### config.mk
export PLATFORM = sky130hd
export DESIGN_NAME = sorted_list_insert_remove
export DESIGN_NICKNAME = d
export VERILOG_FILES = /design/src/sli_pkg.sv /design/src/sli_cell.sv /design/src/sorted_list_insert_remove.sv
export SDC_FILE = /design/constraint.sdc
export NUM_CORES = 2
export LEC_CHECK = 0
export CORE_ASPECT_RATIO = 0.75
export CORE_MARGIN = 4
export CORE_UTILIZATION = 45
export CTS_CLUSTER_SIZE = 25
export DETAILED_ROUTE_END_ITERATION = 6
export DONT_BUFFER_PORTS = 1
export SLEW_MARGIN = 0
export SYNTH_ARGS = -nofsm -noshare
export SYNTH_HDL_FRONTEND = slang
export SYNTH_SLANG_ARGS = --single-unit
### constraint.sdc
create_clock -name i_clk -period 6.2 [get_ports i_clk]
set_input_delay 1.24 -clock i_clk [delete_from_list [all_inputs] [get_ports i_clk]]
set_output_delay 1.24 -clock i_clk [all_outputs]
set_load 0.1 [all_outputs]
### src/sli_pkg.sv
package sli_pkg;

    // Number of cells in the list.
    localparam int CAPACITY = 16;

    // Width of the entry counter, wide enough to hold CAPACITY itself.
    localparam int CNT_W = $clog2(CAPACITY + 1);

    // Width of a cell index.
    localparam int IDX_W = (CAPACITY > 1) ? $clog2(CAPACITY) : 1;

    typedef enum logic {
        OP_INSERT = 1'b0,
        OP_REMOVE = 1'b1
    } t_op;

    typedef enum logic [2:0] {
        ST_INSERTED = 3'd0,
        ST_REMOVED  = 3'd1,
        ST_NOTFOUND = 3'd2,
        ST_EMPTY    = 3'd3,
        ST_FULL     = 3'd4
    } t_status;

    typedef struct packed {
        t_op                op;
        logic signed [31:0] value;
    } t_cmd;

    typedef struct packed {
        t_status            status;
        logic [4:0]         entry_count;
        logic signed [31:0] smallest;
    } t_result;

    // Per-cell control supplied by the top level.
    typedef struct packed {
        logic occ;     // The cell holds a valid entry.
        logic ins_en;  // An insert transaction is being committed.
        logic rem_en;  // A remove transaction with a match is being committed.
    } t_cell_ctl;

endpackage

### src/sli_cell.sv
module sli_cell
    import sli_pkg::*;
(
    input  logic               i_clk,
    input  t_cell_ctl          i_ctl,
    input  logic signed [31:0] i_value,
    input  logic signed [31:0] i_left_entry,
    input  logic               i_left_take,
    input  logic signed [31:0] i_right_entry,
    output logic signed [31:0] o_entry,
    output logic               o_take,
    output logic               o_match
);

    logic signed [31:0] r_entry;
    logic               w_lt;
    logic               w_gt;
    logic               w_shift;

    // The list is ascending, so the take and shift flags are monotone along the row.
    assign w_lt    = r_entry < i_value;
    assign w_gt    = i_value < r_entry;
    assign o_take  = !i_ctl.occ || w_gt;
    assign w_shift = !(i_ctl.occ && w_lt);
    assign o_match = i_ctl.occ && (r_entry == i_value);
    assign o_entry = r_entry;

    always_ff @(posedge i_clk) begin
        if (i_ctl.ins_en && o_take) begin
            r_entry <= i_left_take ? i_left_entry : i_value;
        end else if (i_ctl.rem_en && w_shift) begin
            r_entry <= i_right_entry;
        end
    end

endmodule

### src/sorted_list_insert_remove.sv
// Sorted list of up to CAPACITY signed 32-bit values held in a row of
// compare-and-shift cells. A transaction is accepted at any rising edge at
// which i_start is high and o_busy is low. o_busy is high only while reset
// is held, so once reset is released a new transaction may be given in
// every cycle. For each transaction the cells compare the
// value with their entries in parallel and shift in the same edge, and the
// result appears on o_result with o_done high during the following cycle
// only. The receiver cannot stall, so it must take the result in that
// cycle. Inserting places the value after any equal entries; removing
// deletes one entry equal to the value. Entries above the count are never
// read, so the cells need no clearing after reset.
module sorted_list_insert_remove
    import sli_pkg::*;
(
    input  logic    i_clk,
    input  logic    i_rst_n,
    input  logic    i_start,
    input  t_cmd    i_cmd,
    output logic    o_busy,
    output logic    o_done,
    output t_result o_result
);

    logic signed [31:0] w_entry [CAPACITY];
    logic [CAPACITY-1:0] w_take;
    logic [CAPACITY-1:0] w_match;
    t_cell_ctl           w_ctl [CAPACITY];

    logic [CNT_W-1:0] r_count;
    logic [CNT_W-1:0] n_count;
    logic             r_done;
    t_status          r_status;
    t_status          n_status;

    logic w_accept;
    logic w_full;
    logic w_empty;
    logic w_found;
    logic w_ins_en;
    logic w_rem_en;

    // The list refuses transactions only while reset is held.
    assign o_busy   = !i_rst_n;
    assign w_accept = i_start && !o_busy;

    assign w_full  = (r_count == CNT_W'(CAPACITY));
    assign w_empty = (r_count == '0);
    assign w_found = |w_match;

    // Commit enables: an insert into a full list and a remove without a match
    // leave the cells untouched.
    assign w_ins_en = w_accept && (i_cmd.op == OP_INSERT) && !w_full;
    assign w_rem_en = w_accept && (i_cmd.op == OP_REMOVE) && w_found;

    // The row of cells. Each cell takes its left neighbour's entry when an
    // insert opens a gap and its right neighbour's entry when a remove closes one.
    for (genvar g = 0; g < CAPACITY; g++) begin : g_cell
        assign w_ctl[g].occ    = (CNT_W'(g) < r_count);
        assign w_ctl[g].ins_en = w_ins_en;
        assign w_ctl[g].rem_en = w_rem_en;

        if (g == 0) begin : g_first
            sli_cell u_cell (
                .i_clk         (i_clk),
                .i_ctl         (w_ctl[g]),
                .i_value       (i_cmd.value),
                .i_left_entry  (i_cmd.value),
                .i_left_take   (1'b0),
                .i_right_entry ((CAPACITY > 1) ? w_entry[IDX_W'(g + 1)] : w_entry[g]),
                .o_entry       (w_entry[g]),
                .o_take        (w_take[g]),
                .o_match       (w_match[g])
            );
        end else if (g == CAPACITY - 1) begin : g_last
            // The last cell refills from itself; that slot falls outside the count.
            sli_cell u_cell (
                .i_clk         (i_clk),
                .i_ctl         (w_ctl[g]),
                .i_value       (i_cmd.value),
                .i_left_entry  (w_entry[g - 1]),
                .i_left_take   (w_take[g - 1]),
                .i_right_entry (w_entry[g]),
                .o_entry       (w_entry[g]),
                .o_take        (w_take[g]),
                .o_match       (w_match[g])
            );
        end else begin : g_mid
            sli_cell u_cell (
                .i_clk         (i_clk),
                .i_ctl         (w_ctl[g]),
                .i_value       (i_cmd.value),
                .i_left_entry  (w_entry[g - 1]),
                .i_left_take   (w_take[g - 1]),
                .i_right_entry (w_entry[g + 1]),
                .o_entry       (w_entry[g]),
                .o_take        (w_take[g]),
                .o_match       (w_match[g])
            );
        end
    end

    // Status and new count of the transaction being accepted.
    always_comb begin
        n_count  = r_count;
        n_status = ST_INSERTED;
        if (i_cmd.op == OP_INSERT) begin
            if (w_full) begin
                n_status = ST_FULL;
            end else begin
                n_status = ST_INSERTED;
                n_count  = r_count + CNT_W'(1);
            end
        end else begin
            if (w_empty) begin
                n_status = ST_EMPTY;
            end else if (!w_found) begin
                n_status = ST_NOTFOUND;
            end else begin
                n_status = ST_REMOVED;
                n_count  = r_count - CNT_W'(1);
            end
        end
    end

    always_ff @(posedge i_clk) begin
        if (!i_rst_n) begin
            r_count <= '0;
            r_done  <= 1'b0;
        end else begin
            r_done <= w_accept;
            if (w_accept) begin
                r_count <= n_count;
            end
        end
    end

    always_ff @(posedge i_clk) begin
        if (w_accept) begin
            r_status <= n_status;
        end
    end

    // The smallest entry is read straight from the cells, which already hold the new
    // contents during the cycle in which o_done is high.
    assign o_done               = r_done;
    assign o_result.status      = r_status;
    assign o_result.entry_count = 5'(r_count);
    assign o_result.smallest    = w_empty ? 32'sd0 : w_entry[0];

endmodule
# Yosys cells after proc, flatten, opt, wreduce, memory -nomap -nowiden
# Index checks and enable logic that the tools add are counted.
dict set report totals {
  mem_bits_ro 0
  elab_cells 277
  reg_bits 521
  ram_bits 0
  inputBits 36
  latchBits 0
  memories 0
}
dict set report classes {
  eq_ne 20
  mul 0
  n_addsub 2
  n_reduce_logical 134
  mux 54
  bitwise 1
  n_div 0
  shifts 0
  magnitude_cmp 47
}
# cell count
set ops {}
lappend ops {{32-bit two-way mux} 46}
lappend ops {{32-bit less-than comparator} 31}
lappend ops {{32-bit equality test} 16}
lappend ops {{1-bit logical AND} 67}
lappend ops {{4-bit by 5-bit less-than comparator with 1-bit output, first input constant} 8}
lappend ops {{1-bit zero test} 33}
lappend ops {{2-bit nonzero test} 15}
lappend ops {{3-bit by 5-bit less-than comparator with 1-bit output, first input constant} 4}
lappend ops {{5-bit two-way mux} 4}
lappend ops {{1-bit logical OR} 16}
lappend ops {{16-bit OR reduction} 1}
lappend ops {{1-bit by 5-bit less-than comparator with 1-bit output, first input constant} 2}
lappend ops {{2-bit by 5-bit less-than comparator with 1-bit output, first input constant} 2}
lappend ops {{3-bit two-way mux} 2}
lappend ops {{5-bit by 1-bit adder with 5-bit output, second input constant} 1}
lappend ops {{5-bit equality test, second input constant} 1}
lappend ops {{5-bit zero test} 1}
lappend ops {{5-bit by 1-bit subtractor with 5-bit output, second input constant} 1}
lappend ops {{2-bit two-way mux} 2}
lappend ops {{2-bit inequality test, second input constant} 2}
lappend ops {{4-bit AND reduction} 1}
lappend ops {{2-bit by 1-bit inequality test with 1-bit output, second input constant} 1}
lappend ops {{1-bit inverter} 1}

# Logic depth before layout (Yosys ltp)
dict set report logic_depth {
  depth_word 7
  ltp_mapped 14
  depth_no_buf 10
}

# By module
# Synthesis repeated with hierarchy kept, for this count alone.
dict set report hier_totals {
  hier_cells 3818
  hier_area_um2 45331.0
}
# mod area_per_inst_um2 n_inst cells_each
set modules_own_cells {}
lappend modules_own_cells {{sli_cell at g_cell[0].g_first.u_cell ...} 2767.7 15 230}
lappend modules_own_cells {{sli_cell at g_cell[15].g_last.u_cell} 2792.7 1 233}
lappend modules_own_cells {sorted_list_insert_remove 1023.5 1 135}

# Worst setup path before layout
# No wires, ideal clock.
dict set report synth_timing {
  path_kind {input to register}
  from {input i_cmd[0] in the netlist's numbering}
  to {register g_cell[0].g_first.u_cell.r_entry[0] (enable)}
  path_stages 13
  arrival_ps 5234
  required_ps 5761
  setup_ps 439
  n_path_buf 3
  path_slack_ps 526
  cell_sequence {clkbuf_1 > clkbuf_1 > inv_1 > ha_1 > nor2b_1 > o211ai_1 > a21oi_1 > o311a_1 > a211o_1 > mux2i_4 > nand2_2 > buf_4 > a32oi_1}
}
dict set report synth_between {
  elab_chain_cells 6
  elab_cells_between_ends 42
}
# element line_no
set synth_lines {}
lappend synth_lines {{start, declared} sorted_list_insert_remove.sv:18} ;# input t_cmd i_cmd,
lappend synth_lines {{branches (longest 5 deep; another with 32-bit less-than comparator)} -}
lappend synth_lines {{2-bit nonzero test (no line) (*)} -}
lappend synth_lines {{end signal, assigned} sli_cell.sv:30} ;# r_entry <= i_left_take ? i_left_entry : i_value;
lappend synth_lines {{end signal, assigned} sli_cell.sv:32} ;# r_entry <= i_right_entry;
lappend synth_lines {{end, declared} sli_cell.sv:15} ;# logic signed [31:0] r_entry;
# Every way passes the cells marked *.
# A chain may end at the register's enable or synchronous reset.

# Final worst setup path
dict set report layout_timing {
  from {input i_cmd[31] in the netlist's numbering}
  to {register g_cell[9].g_mid.u_cell.r_entry[11] (enable)}
}
dict set report layout_between {
  elab_chain_cells 6
  elab_cells_between_ends 42
}
# element line_no
set layout_lines {}
lappend layout_lines {{branches (longest 5 deep; another with 32-bit less-than comparator)} -}
lappend layout_lines {{2-bit nonzero test (no line) (*)} -}
lappend layout_lines {{end signal, assigned} sli_cell.sv:30}
lappend layout_lines {{end signal, assigned} sli_cell.sv:32}
lappend layout_lines {{end, declared} sli_cell.sv:15}
# Marks and branches as above.

==> results.ini <==
[clock_tree]
cts.sinks=521
clk_latency_ns=0.65
tritoncts=yes
root_buffer=clkbuf_16
clk_pin_slew_worst_paths_ns=0.07
h-tree-depth=2
hold_buffers=0
post_cts_buffers=0
numCtsBuffers=56
clockBufferDepth=3
cts_resized=0

[grt]
grt_first_pass_wirelength_um=181000
grt-ovfl-total=0
antenna_found_initial=0
grtUsageTotal_pct=24.1
grt_pass1_vias=30000
grt_max_degree=66

[power_and_ir_drop]
sw_frac_of_total_pct=27.0
pwr-share-clk_pct=40.1
leakage_nw=20.9
seqPwrFrac_pct=46.4
p_per_area_nw_per_um2=200
p_switching_mw=2.38
intPower_mw=6.44
p_comb_share_pct=13.5
ir_worst_vdd_v=0.000203

[route]
dr.pass1.iters=5
ant_nets=0
vias=31200
detail_route.wl_per_cell_um=22.2
drt_iter0_drc=2935
viasPerCell=5.91
routed_wl_um=117000
drc=0

[run]
drv_cap=0

[sta]
relSlewSlack_pct=26.7
min_period_over_period_pct=79.2
hold_viol_final=0
tightest_slew_ns=1.10
slew_viol_final=0
setup_viol=0
finalSetupTns_ns=0
skew_ns=0.0353
rsz0062_at_grt=no
fmax_mhz=204
min_period_ns=4.91

[synthesis]
yosysWarningCount=0
syn_area_um2=40800
syn_nets=4642
synthFlopType=edfxtp_1
async_reset_ff_share_pct=0
synth_seq_area_share_pct=38.2
synth_edf_count=515
yosysUniqueCellTypes=78
synth_area_per_cell_um2=9.97
ys_seq_elements=521
synthCells=4090

[floorplan]
core-area_um2=89700
dieWidth_um=356
die_area_um2=95500
io_pins=78
rows=95
start_util_pct=45.4
die_h_um=269

[critical_path]
rrSetupSlack_ns=1.48
end_kind=register
setup.worst_path.class=input pin to register
cp_max_fo=32
arrival_ns=5.15
start_kind=input pin
crit_required_ns=6.44

[layout]
drive_gt1_share_pct=7.84
syn2layout_area_growth_pct=7.93
regArea_um2=15600
antennaDiodeCount=0
finalNetCount=4579
utilization_pct=49.0
fill_cells=8329
final_cell_area_um2=44000
multi_input_area_um2=22400

[placed_design]
dpl_cell_area_um2=42200
io_buffers=0
hpwl_um=88800
gp_congestion=0.941

[worst_hold_path]
hold_class=register to register

[outcome]
status=finished, final reports clean

[logic make-up after synthesis]
| kind of cell | count (synthesis) | synth area share, % |
|---|---|---|
| AOI/OAI and AO/OA | 1030 | 14.9 |
| xor gates and xnor gates | 1 | 0.0215 |
| adders and majority gates | 516 | 15.8 |
| buffers and inverters | 723 | 7.79 |
| DFF | 521 | 38.2 |
| muxes | 586 | 14.7 |
| and+or+nand+nor | 713 | 8.57 |
[routing by layer]
layer | up-vias | share of wire [%] | GRT usage [%]
li1 | 14900 | - | -
met1 | 15200 | 53 | 40.4
met2 | 986 | 38 | 31.6
met3 | 115 | 8.1 | 3.93
met4 | 0 | 1.7 | 4.75
met5 | - | 0 | 0
[final timing paths]
check	startpoint	to	cells past startpoint
max	i_cmd[31]	g_cell[9].g_mid.u_cell.o_entry[11]	9
min	g_cell[13].g_mid.u_cell.o_entry[31]	g_cell[12].g_mid.u_cell.o_entry[31]	2
max reg2reg	g_cell[3].g_mid.u_cell.o_entry[27]	g_cell[9].g_mid.u_cell.o_entry[11]	10
min reg2reg	g_cell[13].g_mid.u_cell.o_entry[31]	g_cell[12].g_mid.u_cell.o_entry[31]	2
[cell usage after synthesis, types with 4 or more instances]
| cell | n | area [µm²] |
|---|---|---|
| inv_1 | 519 | 1950 |
| nor4_1 | 35 | 219 |
| a221o_1 | 5 | 50.1 |
| a21oi_1 | 666 | 3330 |
| mux2i_1 | 515 | 5150 |
| nor2b_1 | 44 | 275 |
| o311a_1 | 8 | 80.1 |
| and2_1 | 13 | 81.3 |
| a221oi_1 | 5 | 43.8 |
| ha_1 | 516 | 6460 |
| o211ai_1 | 20 | 150 |
| nand2_1 | 105 | 394 |
| nand2b_1 | 14 | 87.6 |
| clkbuf_8 | 21 | 289 |
| nor3b_1 | 4 | 30.0 |
| nand3_1 | 37 | 185 |
| o311ai_0 | 4 | 35.0 |
| o21ai_0 | 71 | 355 |
| o22ai_1 | 14 | 87.6 |
| mux2_1 | 30 | 338 |
| mux2_2 | 39 | 439 |
| o31ai_1 | 5 | 37.5 |
| edfxtp_1 | 515 | 15500 |
| or3_1 | 4 | 25.0 |
| o31a_1 | 5 | 43.8 |
| a21o_1 | 118 | 886 |
| o21a_1 | 17 | 128 |
| a2111oi_0 | 4 | 35.0 |
| nand4_1 | 130 | 813 |
| buf_4 | 18 | 135 |
| and4_1 | 5 | 43.8 |
| buf_6 | 12 | 135 |
| nor3_1 | 34 | 170 |
| clkbuf_1 | 85 | 319 |
| nor2_1 | 269 | 1010 |
| a211oi_1 | 7 | 52.6 |
| o21ai_1 | 4 | 20.0 |
| a21oi_2 | 29 | 254 |
| o2bb2ai_1 | 9 | 78.8 |
| o21bai_1 | 5 | 37.5 |
| dfxtp_1 | 6 | 120 |
| buf_2 | 63 | 315 |
[metrics by stage]
step	cells	power [mW]	hold WS (ns)	worst slack [ns]
2_1_floorplan	4090	5.04	0.544	0.526
3_3_place_gp	5181	5.30	0.572	0.966
3_5_place_dp	5181	5.33	0.584	0.840
4_1_cts	5282	8.86	0.591	1.37
5_1_grt	5282	9.17	0.622	1.22
6_report	5282	8.81	0.584	1.29
[sequential cells by signal (all words and copies together), names as in the netlist]
| signal | flops |
|---|---|
| r_status | 3 |
| o_done | 1 |
| g_cell.g_last.u_cell.o_entry | 32 |
| g_cell.g_mid.u_cell.o_entry | 448 |
| g_cell.g_first.u_cell.o_entry | 32 |
| r_count | 5 |
[worst max-delay path, cell delays in order]
cell       delay, ns
ha_1            0.34
nand4_1         0.20
nor4_1          0.92
nand3_1         0.39
o2111ai_1       0.36
nor3_1          0.13
a21o_1          0.39
buf_4           0.30
o2bb2ai_4       0.84
[cell usage in the layout (no fill, tap or decap), types with 17 or more instances in the layout]
| cell | instances |
|---|---|
| edfxtp_1 | 515 |
| o21ai_0 | 71 |
| nor3_1 | 34 |
| nand4_1 | 130 |
| nor2b_1 | 43 |
| nor2_1 | 237 |
| o21a_1 | 17 |
| inv_1 | 519 |
| mux2i_1 | 511 |
| nor4_1 | 35 |
| buf_4 | 78 |
| nand2_1 | 105 |
| a21o_1 | 117 |
| nor2_2 | 31 |
| mux2_2 | 39 |
| ha_1 | 516 |
| a21oi_1 | 664 |
| clkbuf_16 | 57 |
| mux2_1 | 30 |
| o211ai_1 | 20 |
| nand3_1 | 37 |
| a21oi_2 | 28 |
[power by group through the flow]
stage | clock [mW] | sequential (mW) | combinational, mW
after floorplan | 0 | 4.13 | 0.905
after global placement | 0 | 4.16 | 1.13
after detailed placement | 0 | 4.16 | 1.17
after CTS | 3.60 | 4.09 | 1.17
after global routing | 3.74 | 4.10 | 1.33
final | 3.54 | 4.09 | 1.19
[cell type report]
| type | instances | area share (%) |
|---|---|---|
| Clock inverter | 28 | 0.699 |
| Timing Repair Buffer | 83 | 1.56 |
| Multi-Input combinational cell | 2846 | 51.0 |
| Clock buffer | 73 | 3.45 |
| Inverter | 519 | 4.43 |
| Tap cell | 1212 | 3.45 |
| Sequential cell | 521 | 35.4 |
(Power assumes the default switching activity.)
